<file path="config.mk">
export PLATFORM = sky130hd
export DESIGN_NAME = streaming_hash64_word_fold
export DESIGN_NICKNAME = d
export VERILOG_FILES = /design/src/design/sh64_pkg.sv /design/src/design/streaming_hash64_word_fold.sv
export SDC_FILE = /design/constraint.sdc
export NUM_CORES = 2
export LEC_CHECK = 0
export BUFFER_PORTS_ARGS = -buffer_cell sky130_fd_sc_hd__buf_2
export CORE_AREA = 2 2 526 319
export CTS_BUF_LIST = sky130_fd_sc_hd__clkbuf_8 sky130_fd_sc_hd__clkbuf_16
export DETAILED_ROUTE_END_ITERATION = 10
export DIE_AREA = 0 0 528 321
export GPL_TIMING_DRIVEN = 0
export PLACE_DENSITY = 0.67
export SLEW_MARGIN = 10
export SYNTH_ARGS = -nofsm -noshare
export SYNTH_HDL_FRONTEND = slang
export SYNTH_SLANG_ARGS = --single-unit
</file>
<file path="constraint.sdc">
create_clock -name clk -period 8.94 [get_ports clk]
set_input_delay 0.894 -clock clk [delete_from_list [all_inputs] [get_ports clk]]
set_output_delay 0.894 -clock clk [all_outputs]
set_load 0.05 [all_outputs]
</file>
<file path="src/design/sh64_pkg.sv">
// shared constants and helpers for the streaming 64-bit word-fold hash
package sh64_pkg;

    localparam int LEN_W      = 32;
    localparam int WORD_IDX_W = 29;

    localparam logic [3:0] NB_FULL = 4'd8;

    localparam logic [63:0] K0 = 64'h9E3779B185EBCA87;
    localparam logic [63:0] K1 = 64'hC2B2AE3D27D4EB4F;
    localparam logic [63:0] K2 = 64'h85EBCA77C2B2AE63;
    localparam logic [63:0] K3 = 64'h165667B19E3779F9;
    localparam logic [63:0] K4 = 64'h27D4EB2F165667C5;

    localparam logic [5:0] ROT_LANE0 = 6'd27;
    localparam logic [5:0] ROT_LANE1 = 6'd31;
    localparam logic [5:0] ROT_LANE2 = 6'd23;
    localparam logic [5:0] ROT_LANE3 = 6'd29;
    localparam logic [5:0] ROT_BYTE  = 6'd11;

    // rotate left, called with constant amounts only
    function automatic logic [63:0] rotl64(input logic [63:0] x, input logic [5:0] r);
        logic [6:0] rr;
        begin
            rr = 7'd64 - {1'b0, r};
            rotl64 = (x << r) | (x >> rr);
        end
    endfunction

    // multiply constant of each lane
    function automatic logic [63:0] lane_const(input logic [1:0] lane);
        begin
            case (lane)
                2'd1:    lane_const = K2;
                2'd2:    lane_const = K3;
                2'd3:    lane_const = K4;
                default: lane_const = K1;
            endcase
        end
    endfunction

endpackage

</file>
<file path="src/design/streaming_hash64_word_fold.sv">
// streaming 64-bit word-fold hash with avalanche finalizer, single shared multiplier
//
// One message streams in as little-endian 64-bit words, one word per input
// transfer, with the final word flagged by last. The first transfer of a
// message starts the hash from the seed register xor (message_length * K0);
// full words are folded by their lane rule when their 32-byte chunk lies
// inside the message, else by lane 0's rule, and a partial word is folded a
// byte at a time. The transfer flagged last produces one digest on the
// output channel; no other transfer produces a result. An empty message is
// a single transfer with valid_bytes zero and last set. valid_bytes above 8
// counts as 8. All 64x64 products (mod 2^64) go through one 32x32 multiplier
// as three partial products, and the block is not ready while an item is
// being worked on. A full word takes one product and a partial word one per
// valid byte; the first transfer of a message adds the start product, and a
// last transfer adds the two finalizer products. The digest sits in an output
// register, so a new message may start while the previous digest waits to be
// taken; the finalizer only stalls if a digest is still pending when the next
// is ready.
// seed is written through cfg_wr_en / cfg_wr_data and must only be changed
// between messages.
module streaming_hash64_word_fold (
    input  logic                     clk,
    input  logic                     rst_n,
    // configuration
    input  logic                     cfg_wr_en,
    input  logic [63:0]              cfg_wr_data,
    // input channel
    input  logic                     in_valid,
    output logic                     in_ready,
    input  logic [63:0]              data_word,
    input  logic [3:0]               valid_bytes,
    input  logic                     last,
    input  logic [sh64_pkg::LEN_W-1:0] message_length,
    // output channel
    output logic                     out_valid,
    input  logic                     out_ready,
    output logic [63:0]              digest
);
    import sh64_pkg::*;

    typedef enum logic [2:0] {
        S_IDLE,
        S_BODY,
        S_MUL,
        S_FOLD,
        S_END
    } state_t;

    typedef enum logic [2:0] {
        OP_START,
        OP_WORD,
        OP_BYTE,
        OP_FIN1,
        OP_FIN2
    } op_t;

    state_t                state_reg;
    op_t                   op_reg;
    logic [63:0]           seed_reg;
    logic [63:0]           hash_reg;
    logic [WORD_IDX_W-1:0] word_idx_reg;
    logic [LEN_W-1:0]      len_reg;
    logic                  in_msg_reg;
    logic [63:0]           word_reg;
    logic [3:0]            nb_reg;
    logic                  last_reg;
    logic [2:0]            byte_k_reg;
    logic [1:0]            lane_reg;
    // shared multiplier operands and accumulator
    logic [63:0]           op_a_reg;
    logic [63:0]           k_reg;
    logic [1:0]            mul_step_reg;
    logic [63:0]           prod_reg;
    logic [63:0]           acc_reg;
    logic                  out_valid_reg;
    logic [63:0]           digest_reg;

    logic [31:0]           mul_a;
    logic [31:0]           mul_b;
    logic [63:0]           mul_p;
    logic [WORD_IDX_W-2:0] chunk_num;
    logic [LEN_W:0]        chunk_end;
    logic [1:0]            lane;
    logic [63:0]           fold_val;
    logic [7:0]            cur_byte;
    logic                  in_xfer;
    logic                  digest_load;

    assign in_ready  = (state_reg == S_IDLE);
    assign in_xfer   = in_valid && in_ready;
    assign out_valid = out_valid_reg;
    assign digest    = digest_reg;

    // finished digest moves into the output register once it is free
    assign digest_load = (state_reg == S_FOLD) && (op_reg == OP_FIN2)
                         && (!out_valid_reg || out_ready);

    // partial-product select: lo*lo, lo*hi, hi*lo (hi*hi drops out mod 2^64)
    always_comb
    begin
        mul_a = (mul_step_reg == 2'd2) ? op_a_reg[63:32] : op_a_reg[31:0];
        mul_b = (mul_step_reg == 2'd1) ? k_reg[63:32] : k_reg[31:0];
        mul_p = 64'(mul_a) * 64'(mul_b);
    end

    // lane choice: full chunk when (word_idx/4 + 1) * 32 <= length
    always_comb
    begin
        chunk_num = {1'b0, word_idx_reg[WORD_IDX_W-1:2]} + 28'd1;
        chunk_end = {chunk_num, 5'b0};
        lane      = (chunk_end <= {1'b0, len_reg}) ? word_idx_reg[1:0] : 2'd0;
        cur_byte  = word_reg[{byte_k_reg, 3'b000} +: 8];
    end

    // combine the finished product into the running hash
    always_comb
    begin
        case (op_reg)
            OP_WORD:
            begin
                case (lane_reg)
                    2'd1:    fold_val = rotl64(hash_reg + acc_reg, ROT_LANE1);
                    2'd2:    fold_val = rotl64(hash_reg ^ acc_reg, ROT_LANE2);
                    2'd3:    fold_val = rotl64(hash_reg + acc_reg, ROT_LANE3);
                    default: fold_val = rotl64(hash_reg ^ acc_reg, ROT_LANE0);
                endcase
            end
            OP_BYTE: fold_val = rotl64(hash_reg ^ acc_reg, ROT_BYTE);
            default: fold_val = hash_reg;
        endcase
    end

    always_ff @(posedge clk or negedge rst_n)
    begin
        if (!rst_n)
        begin
            state_reg     <= S_IDLE;
            op_reg        <= OP_START;
            seed_reg      <= '0;
            hash_reg      <= '0;
            word_idx_reg  <= '0;
            len_reg       <= '0;
            in_msg_reg    <= 1'b0;
            word_reg      <= '0;
            nb_reg        <= '0;
            last_reg      <= 1'b0;
            byte_k_reg    <= '0;
            lane_reg      <= '0;
            op_a_reg      <= '0;
            k_reg         <= '0;
            mul_step_reg  <= '0;
            prod_reg      <= '0;
            acc_reg       <= '0;
            out_valid_reg <= 1'b0;
            digest_reg    <= '0;
        end
        else
        begin
            if (cfg_wr_en)
            begin
                seed_reg <= cfg_wr_data;
            end
            if (digest_load)
            begin
                out_valid_reg <= 1'b1;
            end
            else if (out_valid_reg && out_ready)
            begin
                out_valid_reg <= 1'b0;
            end

            case (state_reg)
                S_IDLE:
                begin
                    if (in_xfer)
                    begin
                        word_reg   <= data_word;
                        nb_reg     <= (valid_bytes > NB_FULL) ? NB_FULL : valid_bytes;
                        last_reg   <= last;
                        byte_k_reg <= '0;
                        if (!in_msg_reg)
                        begin
                            // first transfer of a message: start value product
                            len_reg      <= message_length;
                            word_idx_reg <= '0;
                            in_msg_reg   <= 1'b1;
                            op_a_reg     <= 64'(message_length);
                            k_reg        <= K0;
                            op_reg       <= OP_START;
                            mul_step_reg <= '0;
                            state_reg    <= S_MUL;
                        end
                        else
                        begin
                            state_reg <= S_BODY;
                        end
                    end
                end

                S_BODY:
                begin
                    mul_step_reg <= '0;
                    if (nb_reg == NB_FULL)
                    begin
                        op_a_reg  <= word_reg;
                        k_reg     <= lane_const(lane);
                        lane_reg  <= lane;
                        op_reg    <= OP_WORD;
                        state_reg <= S_MUL;
                    end
                    else if ({1'b0, byte_k_reg} < nb_reg)
                    begin
                        op_a_reg  <= 64'(cur_byte);
                        k_reg     <= K4;
                        op_reg    <= OP_BYTE;
                        state_reg <= S_MUL;
                    end
                    else
                    begin
                        state_reg <= S_END;
                    end
                end

                S_MUL:
                begin
                    prod_reg     <= mul_p;
                    mul_step_reg <= mul_step_reg + 2'd1;
                    case (mul_step_reg)
                        2'd1:
                        begin
                            acc_reg <= prod_reg;
                        end
                        2'd2:
                        begin
                            acc_reg[63:32] <= acc_reg[63:32] + prod_reg[31:0];
                        end
                        2'd3:
                        begin
                            acc_reg[63:32] <= acc_reg[63:32] + prod_reg[31:0];
                            state_reg      <= S_FOLD;
                        end
                        default:
                        begin
                        end
                    endcase
                end

                S_FOLD:
                begin
                    case (op_reg)
                        OP_START:
                        begin
                            hash_reg  <= seed_reg ^ acc_reg;
                            state_reg <= S_BODY;
                        end
                        OP_WORD:
                        begin
                            hash_reg  <= fold_val;
                            state_reg <= S_END;
                        end
                        OP_BYTE:
                        begin
                            hash_reg   <= fold_val;
                            byte_k_reg <= byte_k_reg + 3'd1;
                            state_reg  <= S_BODY;
                        end
                        OP_FIN1:
                        begin
                            op_a_reg     <= acc_reg ^ (acc_reg >> 29);
                            k_reg        <= K2;
                            op_reg       <= OP_FIN2;
                            mul_step_reg <= '0;
                            state_reg    <= S_MUL;
                        end
                        OP_FIN2:
                        begin
                            // hold until the output register is free
                            if (digest_load)
                            begin
                                digest_reg <= acc_reg ^ (acc_reg >> 32);
                                state_reg  <= S_IDLE;
                            end
                        end
                        default:
                        begin
                            state_reg <= S_IDLE;
                        end
                    endcase
                end

                S_END:
                begin
                    word_idx_reg <= word_idx_reg + 29'd1;
                    if (last_reg)
                    begin
                        in_msg_reg   <= 1'b0;
                        op_a_reg     <= hash_reg ^ (hash_reg >> 33);
                        k_reg        <= K1;
                        op_reg       <= OP_FIN1;
                        mul_step_reg <= '0;
                        state_reg    <= S_MUL;
                    end
                    else
                    begin
                        state_reg <= S_IDLE;
                    end
                end

                default:
                begin
                    state_reg <= S_IDLE;
                end
            endcase
        end
    end

    // first transfer of a message always launches the start product
    assert property (@(posedge clk) disable iff (!rst_n)
        (in_xfer && !in_msg_reg) |=> (state_reg == S_MUL && op_reg == OP_START))
        else $error("start product not launched on first transfer");

    // the last partial-product step always hands over to the fold
    assert property (@(posedge clk) disable iff (!rst_n)
        (state_reg == S_MUL && mul_step_reg == 2'd3) |=> (state_reg == S_FOLD))
        else $error("multiply sequence did not finish after three partial products");

    // byte counter never runs past the number of valid bytes
    assert property (@(posedge clk) disable iff (!rst_n)
        (state_reg == S_BODY && nb_reg != NB_FULL) |-> ({1'b0, byte_k_reg} <= nb_reg))
        else $error("byte index beyond valid bytes");

    // a pending digest is never overwritten by the next one
    assert property (@(posedge clk) disable iff (!rst_n)
        (state_reg == S_FOLD && op_reg == OP_FIN2 && out_valid_reg && !out_ready)
            |=> (state_reg == S_FOLD && $stable(digest_reg)))
        else $error("digest overwritten while still pending");

endmodule
</file>
[Word level (Yosys, flattened, before mapping)]
Cells that the tools add are included.
Word-level totals
  input bits: 170
  flip-flop bits (word level): 593
Cells by class
  shifts and indexed selects: 1
  multipliers: 1
  mux-type cells: 55
  $lt $le $gt $ge: 3
  add/sub/neg operators: 6
  bitwise gates (word level): 11
  reduce and logical (&&, ||, !) cells: 31
  eq/ne operators: 26
Operator list (count)
  $mux W64: 13
  $pmux W64 S4: 2
  $pmux W64 S3: 2
  $pmux W64 S2: 1
  $xor A64 B64 Y64: 2
  $add A64 B64 Y64: 1
  $mul A32 B32 Y64: 1
  $mux W32: 2
  $or A64 B11 Y64: 1
  $or A64 B23 Y64: 1
  $or A64 B27 Y64: 1
  $or A64 B29 Y64: 1
  $or A64 B31 Y64: 1
  $pmux W32 S2: 1
  $shiftx A64 B7 Y8: 1
  $xor A64 B31 Y64: 1
  $xor A64 B32 Y64: 1
  $xor A64 B35 Y64: 1
  $mux W29: 2
  $pmux W29 S2: 1
  $mux W3: 13
  $le A33 B32 Y1: 1
  $add A32 B32 Y32: 1
  $add A29 B1 Y29 const B: 1
  35 further kinds: 81

[Logic depth before layout (Yosys ltp)]
  depth in word-level cells: 7
  gate-level depth with buffers: 38

[Least setup slack after synthesis]
No wires, ideal clock.
  path type: reg-to-reg
  start point: register mul_step_reg[0]
  end point: register prod_reg[54]
  cell stages (with the launch flop): 33
  clock period less this slack: 9.180 ns
  required time: 8.806 ns
  library setup time: 0.134 ns
  arrival time: 9.046 ns
  path slack: -0.240 ns
  cells stage by stage: dfrtp_1 > inv_1 > ha_1 > clkbuf_1 > clkbuf_1 > buf_1 > mux2i_1 > clkbuf_1 > nor2_1 > fa_1 > fa_1 > inv_1 > fa_1 > fa_1 > inv_1 > fa_1 > fa_1 > fa_1 > inv_1 > fa_1 > inv_1 > ha_1 > clkbuf_1 > a21oi_1 > o22a_1 > a21oi_1 > o21a_1 > a2111oi_2 > nand3_1 > a41o_1 > o211ai_2 > o21a_1 > o211ai_1
Between the ends
  longest elaborated chain between the ends: 3
  elaborated cells on any way between the ends: 5
  classes of those cells: mul: 1; eq/ne: 2; mux: 2
Ends and longest elaborated chain
  start: declaration: RTL line streaming_hash64_word_fold.sv:72  | logic [1:0] mul_step_reg;
  start signal: assignment: RTL line streaming_hash64_word_fold.sv:227  | mul_step_reg <= mul_step_reg + 2'd1;
  $eq A2 B2 Y1 / $eq A2 B1 Y1 (equally long branches): RTL line streaming_hash64_word_fold.sv:101, streaming_hash64_word_fold.sv:102
  $mux W32, on equally long branches: RTL line streaming_hash64_word_fold.sv:101, streaming_hash64_word_fold.sv:102
  $mul A32 B32 Y64 *: RTL line streaming_hash64_word_fold.sv:103  | mul_p = 64'(mul_a) * 64'(mul_b);
  end signal: assignment: RTL line streaming_hash64_word_fold.sv:226  | prod_reg <= mul_p;
  end: declaration: RTL line streaming_hash64_word_fold.sv:73  | logic [63:0] prod_reg;
Every way passes the cells marked *; elsewhere a longest branch is shown, timed or not.
A chain may end at the register's enable or synchronous reset.

[Final worst setup path]
  start point: register mul_step_reg[0]
  end point: register prod_reg[63]
The elaborated chain is that of the path after synthesis.

==> impl_metrics.json <==
{
  "status": "finished with violations",
  "violations": "DRC, capacitance limit, slew limit, setup timing",
  "layout-drive-gt1-share": 0.169,
  "worstMarginPinSlew_ns": 1.58,
  "critical-path-slowest-cell": "fa_2",
  "synth_cell_type_count": 102,
  "worstSetupEndpoint": "prod_reg[63]",
  "synthTopCellsByCount": "inv_1 (991), nand2_1 (986), fa_1 (858), nor2_1 (737), dfrtp_1 (555)",
  "ys_warn_count": 0,
  "num_io_pins": 236,
  "rsz0062_at_grt": "yes",
  "coreArea_um2": 165000,
  "worstRegToRegCells": 30,
  "die_area_um2": 169000,
  "max-cap-violations": 6,
  "grt_pass1_vias": 59700,
  "clock-sinks": 555,
  "finalCriticalPeriod_ns": 9.18,
  "cts_tree": "done",
  "fillers": 16000,
  "drc": 35,
  "register_area_um2": 13900,
  "yosysMostFrequentCell": "inv_1",
  "ant_nets": 0,
  "fmax_mhz": 109,
  "synthCells": 7231,
  "cts_root_buffer": "clkbuf_16",
  "area_growth_pct": 17.8,
  "synthArstFlopShare": 1.00,
  "hold_path_class": "in2async",
  "cts-htree-levels": 2,
  "grt_first_pass_wirelength_um": 539000,
  "synth-seq-cells": 555,
  "synth-seq-area-share": 0.212,
  "place_congestion": 1.17,
  "clock_path_buffers": 3,
  "cp.arrival_ns": 9.72,
  "grt_max_degree": 108,
  "hpwl_um": 349000,
  "slew_headroom": -0.0555,
  "final_max_slew_viol_count": 16,
  "core.rowCount": 116,
  "track_usage": 0.478,
  "fin_nets": 9225,
  "synth_top_cell_by_area": "fa_1",
  "synth_flop_cell": "dfrtp_1",
  "portBuffers": 234,
  "clkTransAtPathRegs_ns": 0.08,
  "syn-cell-area_um2": 65500,
  "hold_viol": 0,
  "regToRegSetupSlack_ns": -0.24,
  "start_util": 0.396,
  "crit_type": "reg2reg",
  "drtPass1Iterations": 11,
  "dp_slack_ns": -3.70,
  "crit_required_ns": 9.49,
  "crit_path_max_fanout": 8,
  "vias": 64100,
  "regToRegStartpoint": "mul_step_reg[0]",
  "clock_skew_ns": 0.0736,
  "setup_viol": 19,
  "min_period_over_period": 1.03,
  "syn-num-nets": 8697,
  "drt-initial-drc-count": 10900,
  "antenna_found_initial": 45,
  "wl_um": 412000,
  "crit_start": "mul_step_reg[0]",
  "vias_per_cell": 6.40,
  "critical_path.startpoint_type": "flop",
  "wl_per_cell_um": 41.2,
  "postSynthAreaPerCell_um2": 9.06,
  "grt_overflow_total": 0,
  "insertion_delay_ns": 0.74,
  "synth_edf_count": 0,
  "setup_ws_ns": -0.236,
  "die_width_um": 528,
  "synth_area_leaders": "fa_1 (26%), dfrtp_1 (21%), ha_1 (8.4%)",
  "end_kind": "flop",
  "final_core_util": 0.467,
  "synth_top_area_share": 0.262,
  "die_h_um": 321,
  "multi_input_area_um2": 48000,
  "slowest_delay_ns": 0.71,
  "cts_buffers": 53,
  "reg2reg_to": "prod_reg[63]"
}
## worst min-delay path by stage
stage,from,to,depth (start not counted)
5_1_grt,rst_n,word_reg[21],1
3_5_place_dp,len_reg[4],len_reg[4],2
3_3_place_gp,len_reg[3],len_reg[3],2
2_1_floorplan,len_reg[4],len_reg[4],2
6_report,rst_n,word_reg[21],1
4_1_cts,rst_n,len_reg[17],1
## critical path: cells and delay by family, from the launching register on
kind / cells / cell delay [ns]
flops: 1 / 0.45
xor+xnor: 1 / 0.19
mux: 1 / 0.36
fa+ha+maj: 10 / 4.93
simple gates: 5 / 0.68
buf+inv: 8 / 1.09
compound gates: 5 / 1.26
## routing by layer
layer	vias up	GRT usage	share of wire
met5	-	0.0709	0.0069
met4	46	0.109	0.030
met3	657	0.381	0.22
met2	5625	0.507	0.31
met1	33000	0.692	0.43
li1	24800	-	-
## repair_timing
action,4_1_cts,5_1_grt
pin swaps,88,121
hold buffers,0,0
endpoints found under the setup margin,51,37
gates cloned,4,2
resized for setup,542,257
buffers inserted,114,98
## stage by stage
step	setup TNS, ns	hold WS [ns]	cells	instance area [µm²]
floorplan	0	0.438	7231	65500
global placement	-2811.29	0.451	9648	69400
detailed placement	-134.91	0.465	9689	70300
CTS	-0.00719	0.0932	9890	75500
global route	-3.60	0.117	9993	77100
finish	-2.19	0.0775	10000	77100
## final cells by class
cell class | count | share of cell area
repair buffers | 493 | 0.0501
clock inverters | 39 | 0.00691
multi-input cells | 5267 | 0.623
plain buffers | 396 | 0.0365
well taps | 2183 | 0.0354
clock buffers | 60 | 0.0184
inverters | 993 | 0.0485
diodes | 30 | 0.000973
flip-flops and latches | 555 | 0.180
## cells in the final DEF (no fill, tap or decap), types with 29 or more instances in the layout
cell type and count:
xnor2_1 166, fa_1 786, nor2_2 29, nor3_1 47, a221oi_1 47, diode_2 30, inv_1 975, o211ai_1 51
a21oi_1 244, a21o_1 127, nand4_1 62, clkbuf_8 36, clkbuf_1 200, nor2_1 695, clkbuf_16 79, dfrtp_1 553
o21ai_0 346, a222oi_1 65, nand3_1 57, nand2_1 954, buf_4 190, buf_6 33, xor2_1 203, mux2_2 154
a31oi_1 38, ha_1 418, fa_2 72, nand2b_1 29, buf_2 262, mux2i_4 33, buf_8 30, buf_1 38
buf_12 38
## cell families after synthesis
kind of cell / after synthesis / synth area share
AO/OA/AOI/OAI: 1277 / 0.129
XOR/XNOR: 373 / 0.0499
adder cells (fa/ha/maj): 1296 / 0.346
buffers and inverters: 1409 / 0.0840
flip-flops: 555 / 0.212
multiplexers: 262 / 0.0484
AND/OR/NAND/NOR: 2059 / 0.130
Power is left out: the tool's default activity adds up to more than one toggle a clock period on the data nets, which glitch-free logic cannot reach.
